## src/hdl/mbn_pkg.sv

```systemverilog
`timescale 1ns / 1ps
// Package: widths, codes and item types shared by the mesh bounding-box normaliser.
package mbn_pkg;

   // Fixed-point format of coordinates and scale
   localparam int FRAC_BITS = 16;
   localparam int COORD_W   = 32;
   localparam int SPAN_W    = 33;
   localparam int PROD_W    = 2 * COORD_W;

   // Divider sizing: 10 * span needs 36 bits; the dividend covers both
   // the scale numerator and the shifted denormalise magnitude.
   localparam int DEN_W      = 36;
   localparam int DIV_W_FIN  = 2 * FRAC_BITS + 6;
   localparam int DIV_W_DEN  = FRAC_BITS + COORD_W;
   localparam int DIV_W_AB   = (DIV_W_FIN > DIV_W_DEN) ? DIV_W_FIN : DIV_W_DEN;
   localparam int DIV_W      = (DIV_W_AB > DEN_W + 1) ? DIV_W_AB : DEN_W + 1;
   localparam int DIV_CNT_W  = $clog2(DIV_W + 1);

   // scale = 1.9 / span, done as 19 * 2^(2F) / (10 * span)
   localparam logic [DIV_W-1:0] SCALE_NUM = DIV_W'(19) << (2 * FRAC_BITS);

   localparam logic [COORD_W-1:0] SCALE_SAT = {COORD_W{1'b1}};
   localparam logic signed [COORD_W-1:0] Q_MAX = {1'b0, {(COORD_W-1){1'b1}}};
   localparam logic signed [COORD_W-1:0] Q_MIN = {1'b1, {(COORD_W-1){1'b0}}};

   // Operation codes
   localparam logic [1:0] OP_MEASURE   = 2'd0;
   localparam logic [1:0] OP_FINALIZE  = 2'd1;
   localparam logic [1:0] OP_TRANSFORM = 2'd2;
   localparam logic [1:0] OP_DENORM    = 2'd3;

   // Result kinds
   localparam logic [1:0] KIND_FIN    = 2'd0;
   localparam logic [1:0] KIND_XFORM  = 2'd1;
   localparam logic [1:0] KIND_DENORM = 2'd2;

   // Status codes
   localparam logic [1:0] STAT_OK        = 2'd0;
   localparam logic [1:0] STAT_EMPTY     = 2'd1;
   localparam logic [1:0] STAT_ZERO_SPAN = 2'd2;
   localparam logic [1:0] STAT_NOT_FIN   = 2'd3;

   // Axis codes
   localparam logic [1:0] AXIS_X = 2'd0;
   localparam logic [1:0] AXIS_Y = 2'd1;
   localparam logic [1:0] AXIS_Z = 2'd2;

   typedef struct packed {
      logic [1:0]                op;
      logic signed [COORD_W-1:0] x_in;
      logic signed [COORD_W-1:0] y_in;
      logic signed [COORD_W-1:0] z_in;
      logic [1:0]                axis;
   } req_type;

   typedef struct packed {
      logic [1:0]                kind;
      logic signed [COORD_W-1:0] out_x;
      logic signed [COORD_W-1:0] out_y;
      logic signed [COORD_W-1:0] out_z;
      logic [COORD_W-1:0]        scale_out;
      logic [1:0]                status;
   } rsp_type;

   typedef struct packed {
      logic             start;
      logic [DIV_W-1:0] dividend;
      logic [DEN_W-1:0] divisor;
   } div_req_type;

   typedef struct packed {
      logic             done;
      logic [DIV_W-1:0] quotient;
   } div_rsp_type;

   typedef struct packed {
      logic               valid;
      logic [1:0]         axis;
      logic               neg;
      logic [COORD_W-1:0] mag;
      logic [COORD_W-1:0] scale;
   } mul_req_type;

   typedef struct packed {
      logic                      valid;
      logic [1:0]                axis;
      logic signed [COORD_W-1:0] value;
   } mul_rsp_type;

endpackage

```

## src/hdl/mbn_div.sv

```systemverilog
`timescale 1ns / 1ps
// Restoring divider, one quotient bit per cycle, shared by finalise and denormalise.
module mbn_div (
   input  logic                clock,
   input  logic                reset,
   input  mbn_pkg::div_req_type div_req,
   output mbn_pkg::div_rsp_type div_rsp
);
   import mbn_pkg::*;

   logic                 busy_ff, busy_in;
   logic                 done_ff, done_in;
   logic [DIV_CNT_W-1:0] cnt_ff, cnt_in;
   logic [DEN_W-1:0]     rem_ff, rem_in;
   logic [DEN_W-1:0]     dvs_ff, dvs_in;
   logic [DIV_W-1:0]     quo_ff, quo_in;

   logic [DEN_W:0] trial;
   logic [DEN_W:0] diff;
   logic           fits;

   always_comb begin
      trial = {rem_ff, quo_ff[DIV_W-1]};
      diff  = trial - {1'b0, dvs_ff};
      fits  = trial >= {1'b0, dvs_ff};

      busy_in = busy_ff;
      done_in = 1'b0;
      cnt_in  = cnt_ff;
      rem_in  = rem_ff;
      dvs_in  = dvs_ff;
      quo_in  = quo_ff;

      if (div_req.start) begin
         busy_in = 1'b1;
         cnt_in  = DIV_CNT_W'(DIV_W);
         rem_in  = '0;
         dvs_in  = div_req.divisor;
         quo_in  = div_req.dividend;
      end else if (busy_ff) begin
         rem_in = fits ? diff[DEN_W-1:0] : trial[DEN_W-1:0];
         quo_in = {quo_ff[DIV_W-2:0], fits};
         cnt_in = cnt_ff - DIV_CNT_W'(1);
         if (cnt_ff == DIV_CNT_W'(1)) begin
            busy_in = 1'b0;
            done_in = 1'b1;
         end
      end
   end

   always_ff @(posedge clock) begin
      if (reset) begin
         busy_ff <= 1'b0;
         done_ff <= 1'b0;
         cnt_ff  <= '0;
      end else begin
         busy_ff <= busy_in;
         done_ff <= done_in;
         cnt_ff  <= cnt_in;
      end
      rem_ff <= rem_in;
      dvs_ff <= dvs_in;
      quo_ff <= quo_in;
   end

   assign div_rsp.done     = done_ff;
   assign div_rsp.quotient = quo_ff;

endmodule

```

## src/hdl/mbn_mul.sv

```systemverilog
`timescale 1ns / 1ps
// Shared 32x32 scale multiplier with round-to-nearest and signed saturation.
module mbn_mul (
   input  logic                clock,
   input  logic                reset,
   input  mbn_pkg::mul_req_type mul_req,
   output mbn_pkg::mul_rsp_type mul_rsp
);
   import mbn_pkg::*;

   localparam int Q_W = PROD_W - FRAC_BITS + 1;

   logic              p_valid_ff;
   logic [1:0]        p_axis_ff;
   logic              p_neg_ff;
   logic [PROD_W-1:0] prod_ff, prod_in;

   logic                      r_valid_ff;
   logic [1:0]                r_axis_ff;
   logic signed [COORD_W-1:0] res_ff, res_in;

   logic [Q_W-1:0]     q;
   logic [COORD_W-1:0] q_clip;

   always_comb begin
      prod_in = PROD_W'(mul_req.mag) * PROD_W'(mul_req.scale);
      q = Q_W'(prod_ff[PROD_W-1:FRAC_BITS]) + Q_W'(prod_ff[FRAC_BITS-1]);
      // magnitude clamps at 2^31 before the sign goes back on
      q_clip = (q > Q_W'({1'b1, {(COORD_W-1){1'b0}}})) ?
               {1'b1, {(COORD_W-1){1'b0}}} : q[COORD_W-1:0];
      if (p_neg_ff) begin
         res_in = -$signed(q_clip);
      end else if (q_clip[COORD_W-1]) begin
         res_in = Q_MAX;
      end else begin
         res_in = $signed(q_clip);
      end
   end

   always_ff @(posedge clock) begin
      if (reset) begin
         p_valid_ff <= 1'b0;
         r_valid_ff <= 1'b0;
      end else begin
         p_valid_ff <= mul_req.valid;
         r_valid_ff <= p_valid_ff;
      end
      p_axis_ff <= mul_req.axis;
      p_neg_ff  <= mul_req.neg;
      prod_ff   <= prod_in;
      r_axis_ff <= p_axis_ff;
      res_ff    <= res_in;
   end

   assign mul_rsp.valid = r_valid_ff;
   assign mul_rsp.axis  = r_axis_ff;
   assign mul_rsp.value = res_ff;

endmodule

```

## src/hdl/mesh_bbox_normalizer.sv

```systemverilog
`timescale 1ns / 1ps
// Top level: mesh bounding-box normaliser, sequencer around a shared multiplier and divider.
//
//   channel  dir  ports                          payload
//   req      in   req_valid, req_stall (out)     mbn_pkg::req_type (op, x/y/z_in, axis)
//   rsp      out  rsp_valid, rsp_stall (in)      mbn_pkg::rsp_type (kind, out_x/y/z,
//                                                scale_out, status)
//
// One item at a time; req_stall is high from acceptance until the item is done,
// with any result parked in the output register. A transform makes three issues
// into the 2-stage multiplier; finalise and denormalise use the bit-serial divider
// (DIV_W = 48 at 16 fraction bits); early-out cases skip the multiplier or divider.
// Reset is synchronous and active high; no clearing pass is needed.
// The output register frees the core: a stalled result holds while the next
// item is already being worked on, and only a second result waits for it.
module mesh_bbox_normalizer (
   input  logic             clock,
   input  logic             reset,
   input  logic             req_valid,
   output logic             req_stall,
   input  mbn_pkg::req_type req_data,
   output logic             rsp_valid,
   input  logic             rsp_stall,
   output mbn_pkg::rsp_type rsp_data
);
   import mbn_pkg::*;

   // sequencer states
   localparam logic [2:0] ST_IDLE   = 3'd0;
   localparam logic [2:0] ST_MEAS   = 3'd1;
   localparam logic [2:0] ST_FIN    = 3'd2;
   localparam logic [2:0] ST_FSCALE = 3'd3;
   localparam logic [2:0] ST_FDIV   = 3'd4;
   localparam logic [2:0] ST_XFORM  = 3'd5;
   localparam logic [2:0] ST_XWAIT  = 3'd6;
   localparam logic [2:0] ST_DDIV   = 3'd7;

   // ST_OUT shares no code: result hand-off is its own state below
   localparam logic [3:0] ST_NONE = 4'd0;

   logic [3:0] state_ff, state_in;
   localparam logic [3:0] S_IDLE   = {1'b0, ST_IDLE};
   localparam logic [3:0] S_MEAS   = {1'b0, ST_MEAS};
   localparam logic [3:0] S_FIN    = {1'b0, ST_FIN};
   localparam logic [3:0] S_FSCALE = {1'b0, ST_FSCALE};
   localparam logic [3:0] S_FDIV   = {1'b0, ST_FDIV};
   localparam logic [3:0] S_XFORM  = {1'b0, ST_XFORM};
   localparam logic [3:0] S_XWAIT  = {1'b0, ST_XWAIT};
   localparam logic [3:0] S_DDIV   = {1'b0, ST_DDIV};
   localparam logic [3:0] S_OUT    = 4'd8;

   logic [1:0] ax_ff, ax_in;
   req_type    item_ff, item_in;
   logic       seen_ff, seen_in;
   logic       fin_ff, fin_in;

   logic signed [COORD_W-1:0] box_min_ff [0:2];
   logic signed [COORD_W-1:0] box_min_in [0:2];
   logic signed [COORD_W-1:0] box_max_ff [0:2];
   logic signed [COORD_W-1:0] box_max_in [0:2];
   logic signed [COORD_W-1:0] center_ff  [0:2];
   logic signed [COORD_W-1:0] center_in  [0:2];

   logic [COORD_W-1:0] scale_ff, scale_in;
   logic [SPAN_W-1:0]  span_ff, span_in;

   rsp_type res_ff, res_in;
   logic    rsp_valid_ff, rsp_valid_in;
   rsp_type rsp_data_ff, rsp_data_in;

   div_req_type div_req;
   div_rsp_type div_rsp;
   mul_req_type mul_req;
   mul_rsp_type mul_rsp;

   // per-axis views
   logic signed [COORD_W-1:0] coord;
   logic signed [COORD_W-1:0] cur_min, cur_max, cur_center;
   logic signed [SPAN_W-1:0]  box_sum;
   logic [SPAN_W-1:0]         span_k;
   logic signed [SPAN_W-1:0]  delta;
   logic [SPAN_W-1:0]         delta_mag;

   // divider operands
   logic [COORD_W-1:0] den_mag;
   logic [DEN_W-1:0]   fin_den;
   logic [DIV_W-1:0]   fin_dividend;
   logic [DIV_W-1:0]   dn_dividend;
   logic [1:0]         req_axis;

   // denormalise result
   logic                      q_big;
   logic signed [COORD_W+2:0] q_signed;
   logic signed [COORD_W+2:0] dn_sum;
   logic signed [COORD_W-1:0] dn_result;
   logic signed [COORD_W-1:0] dn_zero_scale;
   logic [COORD_W-1:0]        scale_q;

   mbn_div u_div (
      .clock   (clock),
      .reset   (reset),
      .div_req (div_req),
      .div_rsp (div_rsp)
   );

   mbn_mul u_mul (
      .clock   (clock),
      .reset   (reset),
      .mul_req (mul_req),
      .mul_rsp (mul_rsp)
   );

   assign req_stall = (state_ff != S_IDLE);
   assign rsp_valid = rsp_valid_ff;
   assign rsp_data  = rsp_data_ff;

   always_comb begin
      case (ax_ff)
         AXIS_X:  coord = item_ff.x_in;
         AXIS_Y:  coord = item_ff.y_in;
         default: coord = item_ff.z_in;
      endcase
      cur_min    = box_min_ff[ax_ff];
      cur_max    = box_max_ff[ax_ff];
      cur_center = center_ff[ax_ff];

      // floor((min + max) / 2) is the top 32 bits of the 33-bit sum
      box_sum = {cur_min[COORD_W-1], cur_min} + {cur_max[COORD_W-1], cur_max};
      span_k  = {cur_max[COORD_W-1], cur_max} - {cur_min[COORD_W-1], cur_min};

      // transform operand: v - center, split into sign and magnitude
      delta     = {coord[COORD_W-1], coord} - {cur_center[COORD_W-1], cur_center};
      delta_mag = delta[SPAN_W-1] ? -delta : delta;

      mul_req.valid = (state_ff == S_XFORM);
      mul_req.axis  = ax_ff;
      mul_req.neg   = delta[SPAN_W-1];
      mul_req.mag   = delta_mag[COORD_W-1:0];
      mul_req.scale = scale_ff;

      // 10 * span by shift and add
      fin_den      = DEN_W'({span_ff, 3'b000}) + DEN_W'({span_ff, 1'b0});
      fin_dividend = SCALE_NUM + DIV_W'(fin_den >> 1);
      den_mag      = req_data.x_in[COORD_W-1] ? -req_data.x_in : req_data.x_in;
      dn_dividend  = (DIV_W'(den_mag) << FRAC_BITS) + DIV_W'(scale_ff >> 1);
      req_axis     = (req_data.axis > AXIS_Z) ? AXIS_Z : req_data.axis;

      scale_q = (|div_rsp.quotient[DIV_W-1:COORD_W]) ? SCALE_SAT :
                div_rsp.quotient[COORD_W-1:0];

      // coord / scale + center, saturated; a quotient of 2^33 or more saturates outright
      q_big    = |div_rsp.quotient[DIV_W-1:COORD_W+1];
      q_signed = $signed({2'b00, div_rsp.quotient[COORD_W:0]});
      if (item_ff.x_in[COORD_W-1]) begin
         q_signed = -q_signed;
      end
      dn_sum = q_signed + (COORD_W+3)'(cur_center);
      if (q_big) begin
         dn_result = item_ff.x_in[COORD_W-1] ? Q_MIN : Q_MAX;
      end else if (dn_sum > (COORD_W+3)'(Q_MAX)) begin
         dn_result = Q_MAX;
      end else if (dn_sum < (COORD_W+3)'(Q_MIN)) begin
         dn_result = Q_MIN;
      end else begin
         dn_result = dn_sum[COORD_W-1:0];
      end

      // zero scale: infinite quotient, sign of the coordinate decides
      if (item_ff.x_in > 0) begin
         dn_zero_scale = Q_MAX;
      end else if (item_ff.x_in < 0) begin
         dn_zero_scale = Q_MIN;
      end else begin
         dn_zero_scale = cur_center;
      end
   end

   always_comb begin
      state_in     = state_ff;
      ax_in        = ax_ff;
      item_in      = item_ff;
      seen_in      = seen_ff;
      fin_in       = fin_ff;
      scale_in     = scale_ff;
      span_in      = span_ff;
      res_in       = res_ff;
      box_min_in   = box_min_ff;
      box_max_in   = box_max_ff;
      center_in    = center_ff;
      rsp_valid_in = rsp_valid_ff;
      rsp_data_in  = rsp_data_ff;

      div_req.dividend = (state_ff == S_IDLE) ? dn_dividend : fin_dividend;
      div_req.divisor  = (state_ff == S_IDLE) ? DEN_W'(scale_ff) : fin_den;
      div_req.start    = 1'b0;

      if (rsp_valid_ff && !rsp_stall) begin
         rsp_valid_in = 1'b0;
      end

      // multiplier results land by axis tag
      if (mul_rsp.valid) begin
         case (mul_rsp.axis)
            AXIS_X:  res_in.out_x = mul_rsp.value;
            AXIS_Y:  res_in.out_y = mul_rsp.value;
            default: res_in.out_z = mul_rsp.value;
         endcase
      end

      unique case (state_ff)
         S_IDLE: begin
            if (req_valid) begin
               item_in          = req_data;
               ax_in            = AXIS_X;
               res_in.out_x     = '0;
               res_in.out_y     = '0;
               res_in.out_z     = '0;
               res_in.scale_out = scale_ff;
               res_in.status    = STAT_OK;
               unique case (req_data.op)
                  OP_MEASURE: begin
                     state_in = S_MEAS;
                  end
                  OP_FINALIZE: begin
                     res_in.kind = KIND_FIN;
                     state_in    = S_FIN;
                  end
                  OP_TRANSFORM: begin
                     res_in.kind = KIND_XFORM;
                     if (!fin_ff) begin
                        res_in.scale_out = '0;
                        res_in.status    = STAT_NOT_FIN;
                        state_in         = S_OUT;
                     end else begin
                        state_in = S_XFORM;
                     end
                  end
                  default: begin
                     res_in.kind = KIND_DENORM;
                     ax_in       = req_axis;
                     if (!fin_ff) begin
                        res_in.scale_out = '0;
                        res_in.status    = STAT_NOT_FIN;
                        state_in         = S_OUT;
                     end else begin
                        div_req.start = (scale_ff != '0);
                        state_in      = S_DDIV;
                     end
                  end
               endcase
            end
         end

         // one axis per cycle through the min/max compare
         S_MEAS: begin
            if (!seen_ff || coord < cur_min) begin
               box_min_in[ax_ff] = coord;
            end
            if (!seen_ff || coord > cur_max) begin
               box_max_in[ax_ff] = coord;
            end
            if (ax_ff == AXIS_Z) begin
               seen_in  = 1'b1;
               state_in = S_IDLE;
            end else begin
               ax_in = ax_ff + 2'd1;
            end
         end

         // centres per axis; largest span over x and y only
         S_FIN: begin
            center_in[ax_ff] = seen_ff ? box_sum[SPAN_W-1:1] : '0;
            if (!seen_ff) begin
               span_in = '0;
            end else if (ax_ff == AXIS_X) begin
               span_in = span_k;
            end else if (ax_ff == AXIS_Y && span_k > span_ff) begin
               span_in = span_k;
            end
            if (ax_ff == AXIS_Z) begin
               state_in = S_FSCALE;
            end else begin
               ax_in = ax_ff + 2'd1;
            end
         end

         S_FSCALE: begin
            seen_in      = 1'b0;
            fin_in       = 1'b1;
            box_min_in   = '{default: '0};
            box_max_in   = '{default: '0};
            res_in.out_x = center_ff[0];
            res_in.out_y = center_ff[1];
            res_in.out_z = center_ff[2];
            if (!seen_ff) begin
               scale_in         = SCALE_SAT;
               res_in.scale_out = SCALE_SAT;
               res_in.status    = STAT_EMPTY;
               state_in         = S_OUT;
            end else if (span_ff == '0) begin
               scale_in         = SCALE_SAT;
               res_in.scale_out = SCALE_SAT;
               res_in.status    = STAT_ZERO_SPAN;
               state_in         = S_OUT;
            end else begin
               div_req.start = 1'b1;
               state_in      = S_FDIV;
            end
         end

         S_FDIV: begin
            if (div_rsp.done) begin
               scale_in         = scale_q;
               res_in.scale_out = scale_q;
               res_in.status    = STAT_OK;
               state_in         = S_OUT;
            end
         end

         // issue x, y, z into the multiplier on consecutive cycles
         S_XFORM: begin
            if (ax_ff == AXIS_Z) begin
               state_in = S_XWAIT;
            end else begin
               ax_in = ax_ff + 2'd1;
            end
         end

         S_XWAIT: begin
            if (mul_rsp.valid && mul_rsp.axis == AXIS_Z) begin
               state_in = S_OUT;
            end
         end

         S_DDIV: begin
            if (scale_ff == '0) begin
               res_in.out_x = dn_zero_scale;
               state_in     = S_OUT;
            end else if (div_rsp.done) begin
               res_in.out_x = dn_result;
               state_in     = S_OUT;
            end
         end

         S_OUT: begin
            if (!rsp_valid_ff || !rsp_stall) begin
               rsp_data_in  = res_ff;
               rsp_valid_in = 1'b1;
               state_in     = S_IDLE;
            end
         end

         default: begin
            state_in = S_IDLE;
         end
      endcase
   end

   always_ff @(posedge clock) begin
      if (reset) begin
         state_ff     <= S_IDLE;
         ax_ff        <= AXIS_X;
         seen_ff      <= 1'b0;
         fin_ff       <= 1'b0;
         rsp_valid_ff <= 1'b0;
         scale_ff     <= '0;
         span_ff      <= '0;
      end else begin
         state_ff     <= state_in;
         ax_ff        <= ax_in;
         seen_ff      <= seen_in;
         fin_ff       <= fin_in;
         rsp_valid_ff <= rsp_valid_in;
         scale_ff     <= scale_in;
         span_ff      <= span_in;
      end
      item_ff     <= item_in;
      box_min_ff  <= box_min_in;
      box_max_ff  <= box_max_in;
      center_ff   <= center_in;
      res_ff      <= res_in;
      rsp_data_ff <= rsp_data_in;
   end

   // divider answers only while the sequencer waits for it
   assert property (@(posedge clock) disable iff (reset)
      div_rsp.done |-> (state_ff == S_FDIV || state_ff == S_DDIV))
      else $error("divider result outside a divide wait");

   // multiplier results only during a transform
   assert property (@(posedge clock) disable iff (reset)
      mul_rsp.valid |-> (state_ff == S_XFORM || state_ff == S_XWAIT))
      else $error("multiplier result outside a transform");

   // a finalise always opens a fresh mesh and marks the block finalised
   assert property (@(posedge clock) disable iff (reset)
      (state_ff == S_FSCALE) |=> (!seen_ff && fin_ff))
      else $error("finalise left box state behind");

   // the output register is only loaded when free
   assert property (@(posedge clock) disable iff (reset)
      (state_ff == S_OUT && rsp_valid_ff && rsp_stall) |=> (state_ff == S_OUT))
      else $error("result dropped while output stalled");

   // unused code kept out of the state vector
   assert property (@(posedge clock) disable iff (reset)
      (state_ff != ST_NONE + 4'd9))
      else $error("sequencer in an undefined state");

endmodule

```

## config.mk

```make
export PLATFORM = sky130hd
export DESIGN_NAME = mesh_bbox_normalizer
export DESIGN_NICKNAME = d
export VERILOG_FILES = /design/src/hdl/mbn_pkg.sv /design/src/hdl/mbn_div.sv /design/src/hdl/mbn_mul.sv /design/src/hdl/mesh_bbox_normalizer.sv
export SDC_FILE = /design/constraint.sdc
export NUM_CORES = 2
export LEC_CHECK = 0
export BUFFER_PORTS_ARGS = -buffer_cell sky130_fd_sc_hd__buf_2
export CAP_MARGIN = 20
export CORE_MARGIN = 1.5
export CORE_UTILIZATION = 61
export DETAILED_ROUTE_END_ITERATION = 16
export PLACE_DENSITY_LB_ADDON = 0.15
export SYNTH_ARGS = -nofsm -noshare
export SYNTH_HDL_FRONTEND = slang
export SYNTH_SLANG_ARGS = --single-unit
```

## constraint.sdc

```tcl
create_clock -name clock -period 20.6 [get_ports clock]
set_input_delay 1.03 -clock clock [delete_from_list [all_inputs] [get_ports clock]]
set_output_delay 1.03 -clock clock [all_outputs]
set_load 0.03 [all_outputs]
```

==> results by group <==
Run status
  – Run status: finished clean

Synthesis
  – Area share of the largest cell type after synthesis: 0.211
  – Largest area contributor in the netlist: edfxtp_1
  – Share of synthesized flip-flops with an asynchronous set or reset: 0
  – Post-Syn Nets: roughly 12k
  – Synth top area cells: edfxtp_1, fa_1, ha_1
  – Dominant synthesized flop cell: edfxtp_1
  – Netlist cell types: 102
  – Register bit count reported by yosys: between 900 and 1k
  – Mapped Avg Cell Area: slightly above 9 sq um
  – Post-synth EDFFs: approximately 640
  – Sequential cell area fraction in the yosys report: 0.278
  – Yosys warning count: 0
  – Number of instances in the synthesized netlist: roughly 10k
  – Cell area after synthesis: 90500 sq um

Power
  – Internal cell power: 6.05 mW
  – Portion of total power attributed to combinational logic: 0.719
  – Power share of the sequential group: 0.162
  – Reported net switching power: 9.45 mW
  – Clock Power Share: 0.119
  – Power density of the placed cells: between 150 and 200 nW/um^2
  – Peak ir drop on the vdd network: between 0.6 and 0.7 mV
  – Sw Share: 0.610
  – Static leakage power: 42.9 nW

Floorplanning
  – Effective utilization at floorplan: 0.614
  – Overall die height: 388 um
  – Horizontal die dimension: between 300 and 400 um
  – Count of boundary I/O pins: approximately 240
  – CORE AREA: about 150000 sq um
  – Rows: roughly 140
  – Total die area: roughly 150000 sq um

GRT
  – Number of antenna violations at the first check in global routing: 33
  – Pin count of the biggest net entering global routing: 210
  – GRT Util Overall: 0.403
  – Grt ovf: 0
  – First-pass GRT wire length: approximately 460000 um
  – Via count of the first global-routing pass: approximately 74k

Critical path
  – Worst R2R Setup Slack: ~4.3 ns
  – Crit path largest cell delay: 0.91 ns
  – Worst setup EP type: flip-flop
  – Category of the most critical setup path: flip-flop to flip-flop
  – Crit path required time: about 21 ns
  – Highest net fanout along the worst path: 55
  – Crit path top cell by count: fa_1
  – Critical path data arrival time: 16.97 ns
  – Highest-delay cell along the critical path: a2111oi_1
  – Critical Path Start Type: flip-flop

Final layout
  – Final net count: between 10k and 15k
  – Most frequent standard cell in the layout excluding fill and tap cells: inv_1
  – Sequential cell area: 25200 sq um
  – Most used cells in the layout excluding fill and tap cells: inv_1, nand2_1, fa_1
  – Share of layout cells above drive strength 1: 0.0739
  – Fill cell total of the finished layout: 12.2k
  – Area growth, synth to finish: 7.17%
  – Multi-input gate area in the final layout: about 59000 sq um

STA
  – Worst slew slack as a fraction of its limit: 0.108
  – Unrepaired setup endpoints after global routing: false
  – Final Max Tran Viols: 0
  – Fin. Hold Viols: 0
  – Setup TNS Final: 0 ns
  – Pin slew with the least headroom to its limit: 1.33 ns
  – WHS: between 0.3 and 0.4 ns
  – Ratio of final minimum period to clock period: 0.792
  – Minimum period implied by the final worst setup slack: around 16 ns
  – Finish-stage setup viols: 0
  – Maximum achievable frequency: about 61 MHz
  – Final clock skew: approximately 0.060 ns

Drt
  – Via/cell ratio: 6.34
  – Routed wire length per instance: 25.6 um
  – Total number of vias: 75.6k
  – Met2 WL: ~130000 um
  – Met3 WL: between 30000 and 40000 um
  – Detailed-routing wirelength on met1: around 120000 um
  – Router iterations before antenna repair: 6
  – Remaining number of nets flagged by the antenna check after routing: 0
  – Top routing layer in use: met5
  – Iter 0 DRT Violations: 8143
  – Wirelength, routed: roughly 310000 um
  – Total DRC errors in the routed layout: 0

Clock tree
  – Clock root buffer: clkbuf_16
  – Clock network latency to the later pin of the worst-skew pair: about 0.74 ns
  – Clock tree from TritonCTS: yes
  – Clock-pin slew on the worst setup and hold paths: approximately 0.070 ns
  – Number of clock buffers inserted by TritonCTS: 100
  – Sink count of the clock tree: about 940
  – Post-CTS Setup Inserts: 0
  – H-tree level count: 3
  – Number of hold buffers added after cts: 0
  – Number of instances resized during post-cts repair: 0
  – CTS Buffer Depth: 3

Place
  – Buffers added on ports: about 240
  – Total half-perimeter wirelength after legalization and detailed placement: 232000 um
  – Placer congestion estimate: 1.07

Min path
  – Class of the tightest hold or removal check: flip-flop to flip-flop

Run
  – Count of maximum capacitance violations: 0
logic make-up after synthesis:
group,synth area share
compound gates,0.133
simple gates,0.169
flops,0.278
fa+ha+maj,0.280
buf+inv,0.0770
xor+xnor,0.0356
mux,0.0278
synthesized netlist by cell type, types with 76 or more instances:
cell type / number
nand4_1: 137
nor2_1: 552
nor3_1: 102
mux2i_1: 206
inv_1: 1247
a21oi_1: 772
nor2b_1: 83
fa_1: 902
nand2b_1: 210
edfxtp_1: 636
nand3_1: 153
xor2_1: 123
clkbuf_1: 497
and3_1: 101
o21a_1: 76
o21ai_0: 348
nand2_1: 1132
a21o_1: 135
and2_1: 429
ha_1: 581
dfxtp_1: 302
xnor2_1: 242
layer usage:
| metal | up-vias | GRT usage |
|---|---|---|
| met5 | - | 0 |
| met4 | 14 | 0.187 |
| met3 | 799 | 0.102 |
| met2 | 4271 | 0.607 |
| met1 | 37200 | 0.549 |
| li1 | 33200 | - |
sequential cells by signal (all words and copies together), names as in the netlist, 48 cells and up:
| register | count |
|---|---|
| item_ff | 96 |
| res_ff | 132 |
| u_div.quo_ff | 48 |
| rsp_data | 132 |
| u_mul.prod_ff | 49 |
| box_max_ff | 96 |
| box_min_ff | 96 |
| center_ff | 96 |
cell type report:
cell class / instances / share of cell area
flip-flops and latches: 938 / 0.259
repair buffers: 420 / 0.0266
clock buffers: 136 / 0.0284
inverters: 1254 / 0.0486
clock inverters: 53 / 0.00575
diodes: 9 / 0.000232
multi-input cells: 7178 / 0.606
well taps: 1930 / 0.0249
power groups by stage:
stage          Combinational (mW)  Sequential (mW)  Clock (mW)
2_1_floorplan                6.14             2.49           0
3_3_place_gp                 10.5             2.54           0
3_5_place_dp                 10.7             2.54           0
4_1_cts                      10.8             2.50        1.86
5_1_grt                      11.6             2.52        1.92
6_report                     11.1             2.51        1.84
worst max-delay path: cells and delay by family, from the launching register on:
kind / cells / cell delay [ns]
adder cells (fa/ha/maj): 11 / 5.21
AND/OR/NAND/NOR: 8 / 1.74
XOR/XNOR: 2 / 0.54
flip-flops: 1 / 0.55
AO/OA/AOI/OAI: 14 / 4.07
buffers and inverters: 15 / 4.00
stage by stage:
step                       util  instances  setup WS [ns]  power [mW]  cell area [sq um]
after floorplan               -       9959           7.37        8.64              90500
after global routing      0.657      11900           3.68        16.0              97000
after detailed placement  0.635      11700           4.57        13.3              93600
after CTS                 0.657      11900           4.52        15.1              96900
final                     0.658      11900           4.29        15.5              97000
after global placement    0.635      11700           4.51        13.1              93600
worst paths after layout:
| kind | from | end | cells after the start |
|---|---|---|---|
| max | ax_ff[1] | u_mul.prod_ff[52] | 50 |
| min | u_mul.p_axis_ff[0] | u_mul.r_axis_ff[0] | 0 |
| max reg2reg | ax_ff[1] | u_mul.prod_ff[52] | 50 |
| min reg2reg | u_mul.p_axis_ff[0] | u_mul.r_axis_ff[0] | 0 |
No activity file was read; power rests on OpenSTA's default activity.
